===== src/design/rfc_pkg.sv =====
// Rail fence cipher package: shared widths, register indexes, the request
// types that cross between front, queue and back, and the back-end state codes.
// No dependencies.
package rfc_pkg;

    localparam int BYTE_W    = 8;
    localparam int RAIL_W    = 7;
    localparam int CFG_IDX_W = 1;
    localparam int CFG_W     = RAIL_W;

    // configuration register indexes
    localparam logic [CFG_IDX_W-1:0] CFG_RAIL_COUNT   = 1'd0;
    localparam logic [CFG_IDX_W-1:0] CFG_DECRYPT_MODE = 1'd1;

    localparam logic [RAIL_W-1:0] RAIL_COUNT_RST = 7'd3;

    // one classified input request: keep is low when the buffer was full
    typedef struct packed {
        logic [BYTE_W-1:0] data;
        logic              last;
        logic              keep;
    } item_t;

    // one result request waiting in the output queue
    typedef struct packed {
        logic [BYTE_W-1:0] data;
        logic              last;
        logic              trunc;
    } out_t;

    typedef enum logic [1:0] {
        ST_LOAD,
        ST_SCATTER,
        ST_DRAIN,
        ST_EMIT
    } back_state_t;

endpackage


===== src/design/rfc_front.sv =====
// Rail fence front end: accepts input requests and marks each as kept or
// dropped by counting the bytes of the current message.
// Depends on rfc_pkg.
module rfc_front #(
    parameter int MAX_LEN = 64
) (
    input  logic                      aclk,
    input  logic                      aresetn,
    input  logic                      s_tvalid,
    output logic                      s_tready,
    input  logic [rfc_pkg::BYTE_W-1:0] s_tdata,   // [7:0] in_byte
    input  logic                      s_tlast,
    input  logic                      q_full,
    output logic                      q_push,
    output rfc_pkg::item_t            q_item
);
    import rfc_pkg::*;

    localparam int CW = $clog2(MAX_LEN + 1);

    logic [CW-1:0] cnt_reg, cnt_next;
    logic          keep;

    assign s_tready = !q_full;
    assign q_push   = s_tvalid && s_tready;
    assign keep     = (cnt_reg < CW'(MAX_LEN));

    assign q_item.data = s_tdata;
    assign q_item.last = s_tlast;
    assign q_item.keep = keep;

    // message byte count, restarts after the last mark
    always_comb begin
        cnt_next = cnt_reg;
        if (q_push) begin
            if (s_tlast) begin
                cnt_next = '0;
            end else if (keep) begin
                cnt_next = cnt_reg + CW'(1);
            end
        end
    end

    always_ff @(posedge aclk) begin
        if (!aresetn) begin
            cnt_reg <= '0;
        end else begin
            cnt_reg <= cnt_next;
        end
    end

endmodule


===== src/design/rfc_fifo.sv =====
// Two-entry request queue between the front end and the back end.
// Depends on rfc_pkg.
module rfc_fifo (
    input  logic           aclk,
    input  logic           aresetn,
    input  logic           push,
    input  rfc_pkg::item_t wr_item,
    output logic           full,
    input  logic           pop,
    output logic           valid,
    output rfc_pkg::item_t rd_item
);
    import rfc_pkg::*;

    item_t       ent_reg [2];
    logic        wp_reg, wp_next;
    logic        rp_reg, rp_next;
    logic [1:0]  cnt_reg, cnt_next;
    logic        do_push, do_pop;

    assign full    = (cnt_reg == 2'd2);
    assign valid   = (cnt_reg != 2'd0);
    assign rd_item = ent_reg[rp_reg];
    assign do_push = push && !full;
    assign do_pop  = pop && valid;

    // pointer and occupancy update
    always_comb begin
        wp_next  = do_push ? !wp_reg : wp_reg;
        rp_next  = do_pop ? !rp_reg : rp_reg;
        cnt_next = cnt_reg + 2'(do_push) - 2'(do_pop);
    end

    always_ff @(posedge aclk) begin
        if (!aresetn) begin
            wp_reg  <= 1'b0;
            rp_reg  <= 1'b0;
            cnt_reg <= 2'd0;
        end else begin
            wp_reg  <= wp_next;
            rp_reg  <= rp_next;
            cnt_reg <= cnt_next;
        end
    end

    always_ff @(posedge aclk) begin
        if (do_push) begin
            ent_reg[wp_reg] <= wr_item;
        end
    end

endmodule


===== src/design/rfc_back.sv =====
// Rail fence back end: message buffer, zigzag position walker, scatter
// memory for deciphering and a two-entry output queue.
// Depends on rfc_pkg.
module rfc_back #(
    parameter int MAX_LEN = 64
) (
    input  logic                       aclk,
    input  logic                       aresetn,
    input  logic                       q_valid,
    input  rfc_pkg::item_t             q_item,
    output logic                       q_pop,
    input  logic [rfc_pkg::RAIL_W-1:0] rail_count,
    input  logic                       decrypt_mode,
    output logic                       m_tvalid,
    input  logic                       m_tready,
    output rfc_pkg::out_t              m_item
);
    import rfc_pkg::*;

    localparam int AW = $clog2(MAX_LEN);
    localparam int CW = $clog2(MAX_LEN + 1);
    localparam int PW = $clog2(3 * MAX_LEN);
    localparam int XW = (CW > RAIL_W) ? CW : RAIL_W;

    back_state_t   state_reg, state_next;
    logic [CW-1:0] fill_reg, fill_next;
    logic          ovf_reg, ovf_next;
    logic [CW-1:0] n_reg, n_next;
    logic          trunc_reg, trunc_next;
    logic          dec_reg, dec_next;
    logic          pass_reg, pass_next;
    logic [CW-1:0] rcnt_reg, rcnt_next;

    // zigzag walker
    logic [CW-1:0] r_reg, r_next;
    logic [PW-1:0] pos_reg, pos_next;
    logic          ph_reg, ph_next;
    logic [CW-1:0] k_reg, k_next;

    // memories and read pipeline
    logic [BYTE_W-1:0] buf_mem [MAX_LEN];
    logic [BYTE_W-1:0] res_mem [MAX_LEN];
    logic [BYTE_W-1:0] buf_q, res_q;
    logic [AW-1:0]     buf_raddr, res_raddr;
    logic              wr_pend_reg;
    logic [AW-1:0]     wpos_reg;
    logic              rd_vld_reg, rd_last_reg, rd_trunc_reg, rd_dec_reg;

    // output queue
    out_t       oq_reg [2];
    logic       oq_wp_reg, oq_rp_reg;
    logic [1:0] oq_cnt_reg, oq_cnt_next;
    logic       oq_pop;
    logic [1:0] occ;
    out_t       oq_in;

    // control strobes
    logic          start, gen_step, k_clr, scat_issue, issue, issue_ok, k_last;
    logic [CW-1:0] n_cur;
    logic [PW-1:0] per, two_r, d_down, stp, pos_sum;

    assign n_cur  = fill_reg + CW'(q_item.keep);
    assign k_last = (k_reg == n_reg - CW'(1));

    // output queue occupancy counting the read still in flight
    assign oq_pop   = m_tvalid && m_tready;
    assign occ      = oq_cnt_reg + 2'(rd_vld_reg) - 2'(oq_pop);
    assign issue_ok = (occ < 2'd2);

    // zigzag step: alternate the down and up gaps of this rail
    always_comb begin
        per    = PW'((PW'(rcnt_reg) - PW'(1)) << 1);
        two_r  = PW'(PW'(r_reg) << 1);
        d_down = per - two_r;
        stp    = ph_reg ? two_r : d_down;
        if (stp == '0) begin
            stp = per;
        end
        pos_sum = pos_reg + stp;
    end

    // sequencer
    always_comb begin
        state_next = state_reg;
        q_pop      = 1'b0;
        start      = 1'b0;
        gen_step   = 1'b0;
        k_clr      = 1'b0;
        scat_issue = 1'b0;
        issue      = 1'b0;
        buf_raddr  = pos_reg[AW-1:0];
        res_raddr  = k_reg[AW-1:0];
        case (state_reg)
            ST_LOAD: begin
                if (q_valid) begin
                    q_pop = 1'b1;
                    if (q_item.last) begin
                        start      = 1'b1;
                        state_next = decrypt_mode ? ST_SCATTER : ST_EMIT;
                    end
                end
            end
            ST_SCATTER: begin
                buf_raddr  = k_reg[AW-1:0];
                scat_issue = 1'b1;
                gen_step   = 1'b1;
                if (k_last) begin
                    state_next = ST_DRAIN;
                end
            end
            ST_DRAIN: begin
                k_clr      = 1'b1;
                state_next = ST_EMIT;
            end
            ST_EMIT: begin
                if (issue_ok) begin
                    issue    = 1'b1;
                    gen_step = 1'b1;
                    if (k_last) begin
                        state_next = ST_LOAD;
                    end
                end
            end
            default: begin
                state_next = ST_LOAD;
            end
        endcase
    end

    // run setup, fill tracking and walker update
    always_comb begin
        fill_next  = fill_reg;
        ovf_next   = ovf_reg;
        n_next     = n_reg;
        trunc_next = trunc_reg;
        dec_next   = dec_reg;
        pass_next  = pass_reg;
        rcnt_next  = rcnt_reg;
        r_next     = r_reg;
        pos_next   = pos_reg;
        ph_next    = ph_reg;
        k_next     = k_reg;
        if (start) begin
            n_next     = n_cur;
            trunc_next = ovf_reg || !q_item.keep;
            dec_next   = decrypt_mode;
            pass_next  = (rail_count <= RAIL_W'(1)) || (XW'(rail_count) >= XW'(n_cur));
            rcnt_next  = CW'(rail_count);
            fill_next  = '0;
            ovf_next   = 1'b0;
            r_next     = '0;
            pos_next   = '0;
            ph_next    = 1'b0;
            k_next     = '0;
        end else if (q_pop) begin
            fill_next = fill_reg + CW'(q_item.keep);
            ovf_next  = ovf_reg || !q_item.keep;
        end else if (k_clr) begin
            k_next = '0;
        end else if (gen_step) begin
            k_next = k_reg + CW'(1);
            if (pass_reg) begin
                pos_next = pos_reg + PW'(1);
            end else if (pos_sum >= PW'(n_reg)) begin
                r_next   = r_reg + CW'(1);
                pos_next = PW'(r_reg + CW'(1));
                ph_next  = 1'b0;
            end else begin
                pos_next = pos_sum;
                ph_next  = !ph_reg;
            end
        end
    end

    always_ff @(posedge aclk) begin
        if (!aresetn) begin
            state_reg    <= ST_LOAD;
            fill_reg     <= '0;
            ovf_reg      <= 1'b0;
            wr_pend_reg  <= 1'b0;
            rd_vld_reg   <= 1'b0;
            oq_wp_reg    <= 1'b0;
            oq_rp_reg    <= 1'b0;
            oq_cnt_reg   <= 2'd0;
        end else begin
            state_reg    <= state_next;
            fill_reg     <= fill_next;
            ovf_reg      <= ovf_next;
            wr_pend_reg  <= scat_issue;
            rd_vld_reg   <= issue;
            oq_wp_reg    <= rd_vld_reg ? !oq_wp_reg : oq_wp_reg;
            oq_rp_reg    <= oq_pop ? !oq_rp_reg : oq_rp_reg;
            oq_cnt_reg   <= oq_cnt_next;
        end
    end

    assign oq_cnt_next = oq_cnt_reg + 2'(rd_vld_reg) - 2'(oq_pop);

    // run and walker registers, valid only while a run is active
    always_ff @(posedge aclk) begin
        n_reg        <= n_next;
        trunc_reg    <= trunc_next;
        dec_reg      <= dec_next;
        pass_reg     <= pass_next;
        rcnt_reg     <= rcnt_next;
        r_reg        <= r_next;
        pos_reg      <= pos_next;
        ph_reg       <= ph_next;
        k_reg        <= k_next;
        wpos_reg     <= pos_reg[AW-1:0];
        rd_last_reg  <= k_last;
        rd_trunc_reg <= trunc_reg;
        rd_dec_reg   <= dec_reg;
    end

    // message buffer
    always_ff @(posedge aclk) begin
        if (q_pop && q_item.keep) begin
            buf_mem[fill_reg[AW-1:0]] <= q_item.data;
        end
        buf_q <= buf_mem[buf_raddr];
    end

    // deciphered text, placed back along the zigzag
    always_ff @(posedge aclk) begin
        if (wr_pend_reg) begin
            res_mem[wpos_reg] <= buf_q;
        end
        res_q <= res_mem[res_raddr];
    end

    // output queue
    always_comb begin
        oq_in.data  = rd_dec_reg ? res_q : buf_q;
        oq_in.last  = rd_last_reg;
        oq_in.trunc = rd_trunc_reg;
    end

    always_ff @(posedge aclk) begin
        if (rd_vld_reg) begin
            oq_reg[oq_wp_reg] <= oq_in;
        end
    end

    assign m_tvalid = (oq_cnt_reg != 2'd0);
    assign m_item   = oq_reg[oq_rp_reg];

endmodule


===== src/design/rail_fence_cipher.sv =====
// Rail fence cipher, top level. Load: one byte per cycle into the buffer while
// the back end is loading. Run of n bytes: enciphering emits one result per
// cycle while the output queue has room; deciphering first scatters the text
// into the result memory, then emits one per cycle. Rate is set by the single
// read port of the message buffer. Reset is synchronous, active low: control
// clears, rail_count = 3, decrypt_mode = 0; buffer contents are not cleared.
module rail_fence_cipher #(
    parameter int MAX_LEN = 64
) (
    input  logic                          aclk,
    input  logic                          aresetn,
    input  logic                          cfg_wr_en,
    input  logic [rfc_pkg::CFG_IDX_W-1:0] cfg_index,
    input  logic [rfc_pkg::CFG_W-1:0]     cfg_wdata,
    input  logic                          s_tvalid,
    output logic                          s_tready,
    input  logic [7:0]                    s_tdata,   // [7:0] in_byte
    input  logic                          s_tlast,
    output logic                          m_tvalid,
    input  logic                          m_tready,
    output logic [7:0]                    m_tdata,   // [7:0] out_byte
    output logic                          m_tlast,
    output logic                          m_tuser    // [0] truncated
);
    import rfc_pkg::*;

    logic [RAIL_W-1:0] rail_count_reg;
    logic              decrypt_mode_reg;
    logic              q_push, q_full, q_pop, q_valid;
    item_t             q_wr_item, q_rd_item;
    out_t              m_item;

    // configuration registers
    always_ff @(posedge aclk) begin
        if (!aresetn) begin
            rail_count_reg   <= RAIL_COUNT_RST;
            decrypt_mode_reg <= 1'b0;
        end else if (cfg_wr_en) begin
            case (cfg_index)
                CFG_RAIL_COUNT:   rail_count_reg   <= cfg_wdata;
                CFG_DECRYPT_MODE: decrypt_mode_reg <= cfg_wdata[0];
                default: begin
                end
            endcase
        end
    end

    rfc_front #(.MAX_LEN(MAX_LEN)) u_front (
        .aclk     (aclk),
        .aresetn  (aresetn),
        .s_tvalid (s_tvalid),
        .s_tready (s_tready),
        .s_tdata  (s_tdata),
        .s_tlast  (s_tlast),
        .q_full   (q_full),
        .q_push   (q_push),
        .q_item   (q_wr_item)
    );

    rfc_fifo u_fifo (
        .aclk    (aclk),
        .aresetn (aresetn),
        .push    (q_push),
        .wr_item (q_wr_item),
        .full    (q_full),
        .pop     (q_pop),
        .valid   (q_valid),
        .rd_item (q_rd_item)
    );

    rfc_back #(.MAX_LEN(MAX_LEN)) u_back (
        .aclk         (aclk),
        .aresetn      (aresetn),
        .q_valid      (q_valid),
        .q_item       (q_rd_item),
        .q_pop        (q_pop),
        .rail_count   (rail_count_reg),
        .decrypt_mode (decrypt_mode_reg),
        .m_tvalid     (m_tvalid),
        .m_tready     (m_tready),
        .m_item       (m_item)
    );

    assign m_tdata = m_item.data;
    assign m_tlast = m_item.last;
    assign m_tuser = m_item.trunc;

endmodule


===== config.mk =====
export PLATFORM = sky130hd
export DESIGN_NAME = rail_fence_cipher
export DESIGN_NICKNAME = d
export VERILOG_FILES = /design/src/design/rfc_pkg.sv /design/src/design/rfc_front.sv /design/src/design/rfc_fifo.sv /design/src/design/rfc_back.sv /design/src/design/rail_fence_cipher.sv
export SDC_FILE = /design/constraint.sdc
export NUM_CORES = 2
export LEC_CHECK = 0
export BUFFER_PORTS_ARGS = -buffer_cell sky130_fd_sc_hd__buf_2
export CORE_UTILIZATION = 60
export DETAILED_ROUTE_END_ITERATION = 6
export PLACE_DENSITY_LB_ADDON = 0.15
export SLEW_MARGIN = 20
export SYNTH_ARGS = -nofsm -noshare
export SYNTH_HDL_FRONTEND = slang
export SYNTH_SLANG_ARGS = --single-unit

===== constraint.sdc =====
create_clock -name aclk -period 7.6 [get_ports aclk]
set_input_delay 0.76 -clock aclk [delete_from_list [all_inputs] [get_ports aclk]]
set_output_delay 0.76 -clock aclk [all_outputs]
set_load 0.01 [all_outputs]

Yosys cells after proc, flatten, opt, wreduce, memory -nomap -nowiden
Memories as Yosys holds them, arrays and structs flattened. A register that Yosys moved wholly into a read port is not among the register bits.
Index checks and enable logic that the tools add are counted.
Widths: inputs -> output; s select.
- add/sub/neg operators: 14
- $mul: 0
- div/mod/pow operators: 0
- $lt $le $gt $ge: 5
- equality and inequality tests: 10
- shift operators: 0
- mux-type cells: 39
- bitwise operators: 5
- reduce and logical (&&, ||, !) cells: 30
- operators with widths (kind ; count):
    $mux 8 ; 5
    $mux 7 ; 4
    $add 7x1->7 const B ; 3
    $mux 1 ; 21
    $sub 7x1->7 const B ; 2
    $mux 2 ; 6
    $reduce_and 2->1 ; 5
    $reduce_and 5->1 ; 2
    $add 7x1->8 const B ; 1
    $add 8x1->8 const B ; 1
    $add 8x8->8 ; 1
    $ge 8x7->1 ; 1
    $logic_not 8->1 ; 1
    $pmux 2 s4 ; 1
    $reduce_bool 2->1 ; 4
    $sub 8x8->8 ; 1
    $add 7x1->7 ; 1
    $eq 7x7->1 ; 1
    $ge 7x7->1 ; 1
    $le 7x1->1 const B ; 1
    $logic_not 1->1 ; 7
    $lt 7x7->1 const B ; 1
    $eq 2x2->1 const B ; 3
    $mux 6 ; 1
    14 further kinds ; 28
- register bits: 84
- bits in latches: 0
- memory bits (writable): 1064
- bits in read-only memories: 0
- bits of input ports: 22
- output and inout bits: 12
- word-level logic and storage cells: 134
- memories kept: 4
- memories (name ; depth ; bits a word ; rd ports ; clocked after Yosys merged registers in ; wr ports ; line ; source):
    u_back.buf_mem ; 64 ; 8 ; 1 ; 1 ; 1 ; rfc_back.sv:41 ; logic [BYTE_W-1:0] buf_mem [MAX_LEN];
    u_back.res_mem ; 64 ; 8 ; 1 ; 1 ; 1 ; rfc_back.sv:42 ; logic [BYTE_W-1:0] res_mem [MAX_LEN];
    u_back.oq_reg ; 2 ; 10 ; 1 ; 1 ; 1 ; rfc_back.sv:50 ; out_t oq_reg [2];
    u_fifo.ent_reg ; 2 ; 10 ; 1 ; 1 ; 1 ; rfc_fifo.sv:15 ; item_t ent_reg [2];

Logic depth before layout (Yosys ltp)
- depth after elaboration: 9
- gate-level depth with buffers: 26

Cells and area by module
A second synthesis with hierarchy kept.
- cells, all modules: 2445
- area total of the unflattened synthesis: 46658.5 um^2
- modules (own cells, without submodules) (module ; times used ; cells an instance ; area each (um^2)):
    rfc_back ; 1 ; 2295 ; 44890.6
    rfc_fifo ; 1 ; 58 ; 958.4
    rfc_front ; 1 ; 56 ; 470.5
    rail_fence_cipher ; 1 ; 36 ; 339.1

Least setup slack after synthesis
No wires, ideal clock.
- path type: register -> register
- start: reg u_back.rcnt_reg[0]
- end: reg u_back.ph_reg
- setup time: 0.081 ns
- arrival: 5.377 ns
- required time: 7.519 ns
- slack: 2.141 ns
- stages on the path, launching flop included: 25
- period minus slack after synthesis: 5.459 ns
- path through: edfxtp_1 -> inv_1 -> ha_1 -> or3b_4 -> xnor2_1 -> ha_1 -> nor2b_1 -> a311oi_1 -> xnor2_1 -> mux2i_1 -> nand3_1 -> o21ai_0 -> ha_1 -> a21o_1 -> a21oi_1 -> o21bai_1 -> a21oi_1 -> xnor2_1 -> ha_1 -> a21o_1 -> a31o_2 -> nor2b_1 -> mux2i_4 -> or3_2 -> a21oi_1
- word-level cells in the longest chain between the ends: 8
- ends and longest elaborated chain (what ; line ; source):
    start, declared ; rfc_back.sv:32 ; logic [CW-1:0] rcnt_reg, rcnt_next;
    start signal, assigned ; rfc_back.sv:205 ; rcnt_reg <= rcnt_next;
    $sub 7x1->7 * ; rfc_back.sv:72 ; per = PW'((PW'(rcnt_reg) - PW'(1)) << 1);
    $sub 8x8->8 ; rfc_back.sv:74 ; d_down = per - two_r;
    $mux 8 ; rfc_back.sv:75 ; stp = ph_reg ? two_r : d_down;
    $logic_not 8->1 ; rfc_back.sv:76 ; if (stp == '0) begin
    $mux 8 * ; rfc_back.sv:76 ;
    $add 8x8->8 * ; rfc_back.sv:79 ; pos_sum = pos_reg + stp;
    $ge 8x7->1 * ; rfc_back.sv:164 ; end else if (pos_sum >= PW'(n_reg)) begin
    $mux 1 * ; rfc_back.sv:164 ;
    end signal, assigned ; rfc_back.sv:208 ; ph_reg <= ph_next;
    end, declared ; rfc_back.sv:37 ; logic ph_reg, ph_next;
Mark *: on every way between the ends. The rest lies on a longest branch, timed or not.
A chain may end at the register's enable or synchronous reset.

Worst setup path in the final report
Ends and elaborated chain as after synthesis.

==> flow_summary.yaml <==
outcome:
  status: "finished, final reports clean"
finish:
  instances_no_fill: 3612
  area_growth_pct: 10.85
  num_antenna_cells: 0
  drive_gt1_frac: 0.2266
  final_util: 0.6752
  nets: 2560
  nFillCells: 4816
sta:
  finalMaxSlewViolations: 0
  period_share: 0.8282
  fin_crit_ns: 6.295
  worst_pin_slew_ns: 1.036
  grt_setup_unrepaired: "false"
  fin_skew_ns: 0.03445
  fin_tns_setup_ns: 0
  relSlewSlack: 0.3065
  fmax_mhz: 158.9
  setup_viol: 0
  hold_viol: 0
critical_path:
  end_kind: "flop"
  cp_top_family: "compound AO/OA/AOI/OAI gates"
  crit_buf_inv: 1
  slowest_delay_ns: 0.52
  cp_cell_sequence: "inv_1 -> ha_1 -> or3b_4 -> xnor2_1 -> ha_1 -> nor2b_1 -> a311oi_1 -> xnor2_1 -> mux2i_1 -> nand3_1 -> o21ai_0 -> ha_1 -> a21o_1 -> a21oi_1 -> o21bai_1 -> a21oi_1 -> xnor2_1 -> ha_1 -> a21o_1 -> a31o_2 -> nor2_1 -> mux2i_4 -> or3_2 -> a21oi_1"
  crit_required_ns: 8.20
  arrival_ns: 6.89
  slowest_stage: "mux2i_1"
  crit_fanout: 19
  path_class: "flop to flop"
  worst_path_most_repeated_cell: "ha_1"
  cp-start-kind: "flop"
pwr:
  power.density_nw_per_um2: 355.0
  power_mw: 18.26
  ir_worst_vdd_mv: 0.2961
  p_leak_nw: 16.37
detailed_routing:
  drc: 0
  drtPass1Iterations: 5
  via_per_inst: 6.346
  wl_per_cell_um: 27.03
  final_antenna_net_count: 0
  wirelength_um: 97620
  drt_iter0_drc: 2409
  vias: 22920
global_route:
  grt_pass1_vias: 23510
  grt_pass1_wl_um: 147600
  grt_use_total: 0.2554
  grt_max_degree: 112
  grt_overflow: 0
  antenna_found_initial: 0
logic_synthesis:
  avgSynthCellArea_um2: 19.15
  syn_nets: 2491
  yosys_warnings: 0
  synth-edff-count: 1081
  synthesis.area_um2: 46420
  synth_cells: 2424
  ys_ff_latch: 1166
  synth-seq-area-share: 0.7360
  synth_top_flop_cell: "edfxtp_1"
  synthDistinctLibCells: 59
  async_reset_ff_frac: 0
cts:
  clockBufferDepth: 3
  postCtsSetupBuffers: 0
  path_clk_slew_ns: 0.06
  cts_tree: "built"
  h-tree-depth: 3
  cts.sinks: 1166
  cts_hold_buffers: 0
  cts.repair.resized: 0
  cts-root-buf: "clkbuf_16"
  insertion_delay_ns: 0.68
  cts_buffers: 114
min_path:
  hold_path_class: "primary input to flop"
floorplanning:
  std_cell_rows: 101
  io_pins: 34
  die_w_um: 280.1
  initial_utilization: 0.6091
  coreArea_um2: 76200
  die_y_um: 280.1
  dieArea_um2: 78480
placement:
  gp_congestion: 0.8279
  place_hpwl_um: 58000
  dp.cells: 3407
  numPortBuffers: 33
flow_run:
  maxCapViolCount: 0
[logic make-up after synthesis]
kind of cell | after synthesis | share of synthesized area
AO/OA/AOI/OAI | 193 | 0.02725
flip-flops | 1166 | 0.7360
adder cells (fa/ha/maj) | 45 | 0.01245
AND/OR/NAND/NOR | 464 | 0.04591
XOR/XNOR | 50 | 0.009597
buffers and inverters | 162 | 0.01377
multiplexers | 344 | 0.1550
[cells in the final DEF, fill, tap and decap left out, drive strengths merged, types with 28 or more instances in the layout]
| cell | count |
|---|---|
| clkbuf | 146 |
| nand2 | 133 |
| mux4 | 296 |
| ha | 43 |
| edfxtp | 1081 |
| dfxtp | 85 |
| and2 | 39 |
| a211oi | 44 |
| mux2 | 28 |
| xnor2 | 29 |
| nor2 | 170 |
| a21oi | 60 |
| nand3 | 28 |
| inv | 45 |
| clkinv | 44 |
| buf | 70 |
[synth_stat cells, types with 6 or more instances]
master    number  area (um2)
a211oi_1      44       330.3
nand2b_1       7       43.79
mux4_2       296        6666
a21oi_1       60       300.3
ha_1          43       538.0
and2_1        39       244.0
a31oi_1       17       106.4
nand3_1       28       140.1
nor3_1        18       90.09
and3_1        13       81.33
edfxtp_1    1081       32460
o21a_1         6       45.04
buf_1         24       90.09
inv_1         44       165.2
nand3b_1       6       45.04
nand2_1      133       499.2
xnor2_1       28       245.2
nor2_1       170       638.1
a21o_1         6       45.04
nor2b_1       19       118.9
buf_2         16       80.08
o21ai_0       19       95.09
dfxtp_1       85        1702
mux2_2        27       304.0
clkbuf_1      76       285.3
xor2_1        21       183.9
nand4_1        9       56.30
mux2i_1       19       190.2
a311oi_1      17       148.9
[final timing paths]
path                                 from                        endpoint  slack, ns  depth (start not counted)
max          u_back.rcnt_reg[0]$_DFFE_PP_      u_back.ph_reg$_SDFFE_PP0P_       1.31                         24
min                            s_tdata[0]  u_fifo.ent_reg[0][2]$_DFFE_PP_       0.28                          1
max reg2reg  u_back.rcnt_reg[0]$_DFFE_PP_      u_back.ph_reg$_SDFFE_PP0P_       1.31                         24
min reg2reg    u_back.trunc_reg$_DFFE_PP_     u_back.rd_trunc_reg$_DFF_P_       0.34                          0
[cell type report]
class | count | area (um2) | area share
sequential | 1166 | 34180 | 0.6644
multi-input combinational | 1096 | 11670 | 0.2269
clock buffer | 146 | 3057 | 0.05941
tap | 1030 | 1289 | 0.02505
clock inverter | 59 | 610.6 | 0.01187
timing repair buffer | 70 | 467.9 | 0.009095
inverter | 45 | 168.9 | 0.003283
[per-stage QoR]
| stage | worst slack (ns) | hold slack [ns] | area, um2 |
|---|---|---|---|
| global placement | 1.580 | 0.3361 | 47780 |
| finish | 1.305 | 0.2838 | 51450 |
| CTS | 1.287 | 0.2605 | 51450 |
| detailed placement | 1.321 | 0.3335 | 47780 |
| global route | 0.8017 | 0.2658 | 51450 |
| floorplan | 2.141 | 0.3233 | 46420 |
[where the power goes]
part	total, mW	internal (mW)	switching [mW]
registers	8.18	7.96	0.219
logic	4.56	1.79	2.77
clock network	5.52	3.20	2.32
[per-layer routing]
layer	share of wire	up-vias	wire length [um]	track usage
met3	0.075	189	7325	0.04938
met5	0	-	0	0
met2	0.49	923	48010	0.4084
met1	0.40	11910	39490	0.3599
li1	-	9896	-	-
met4	0.029	0	2798	0.08085
(Power assumes the default switching activity.)
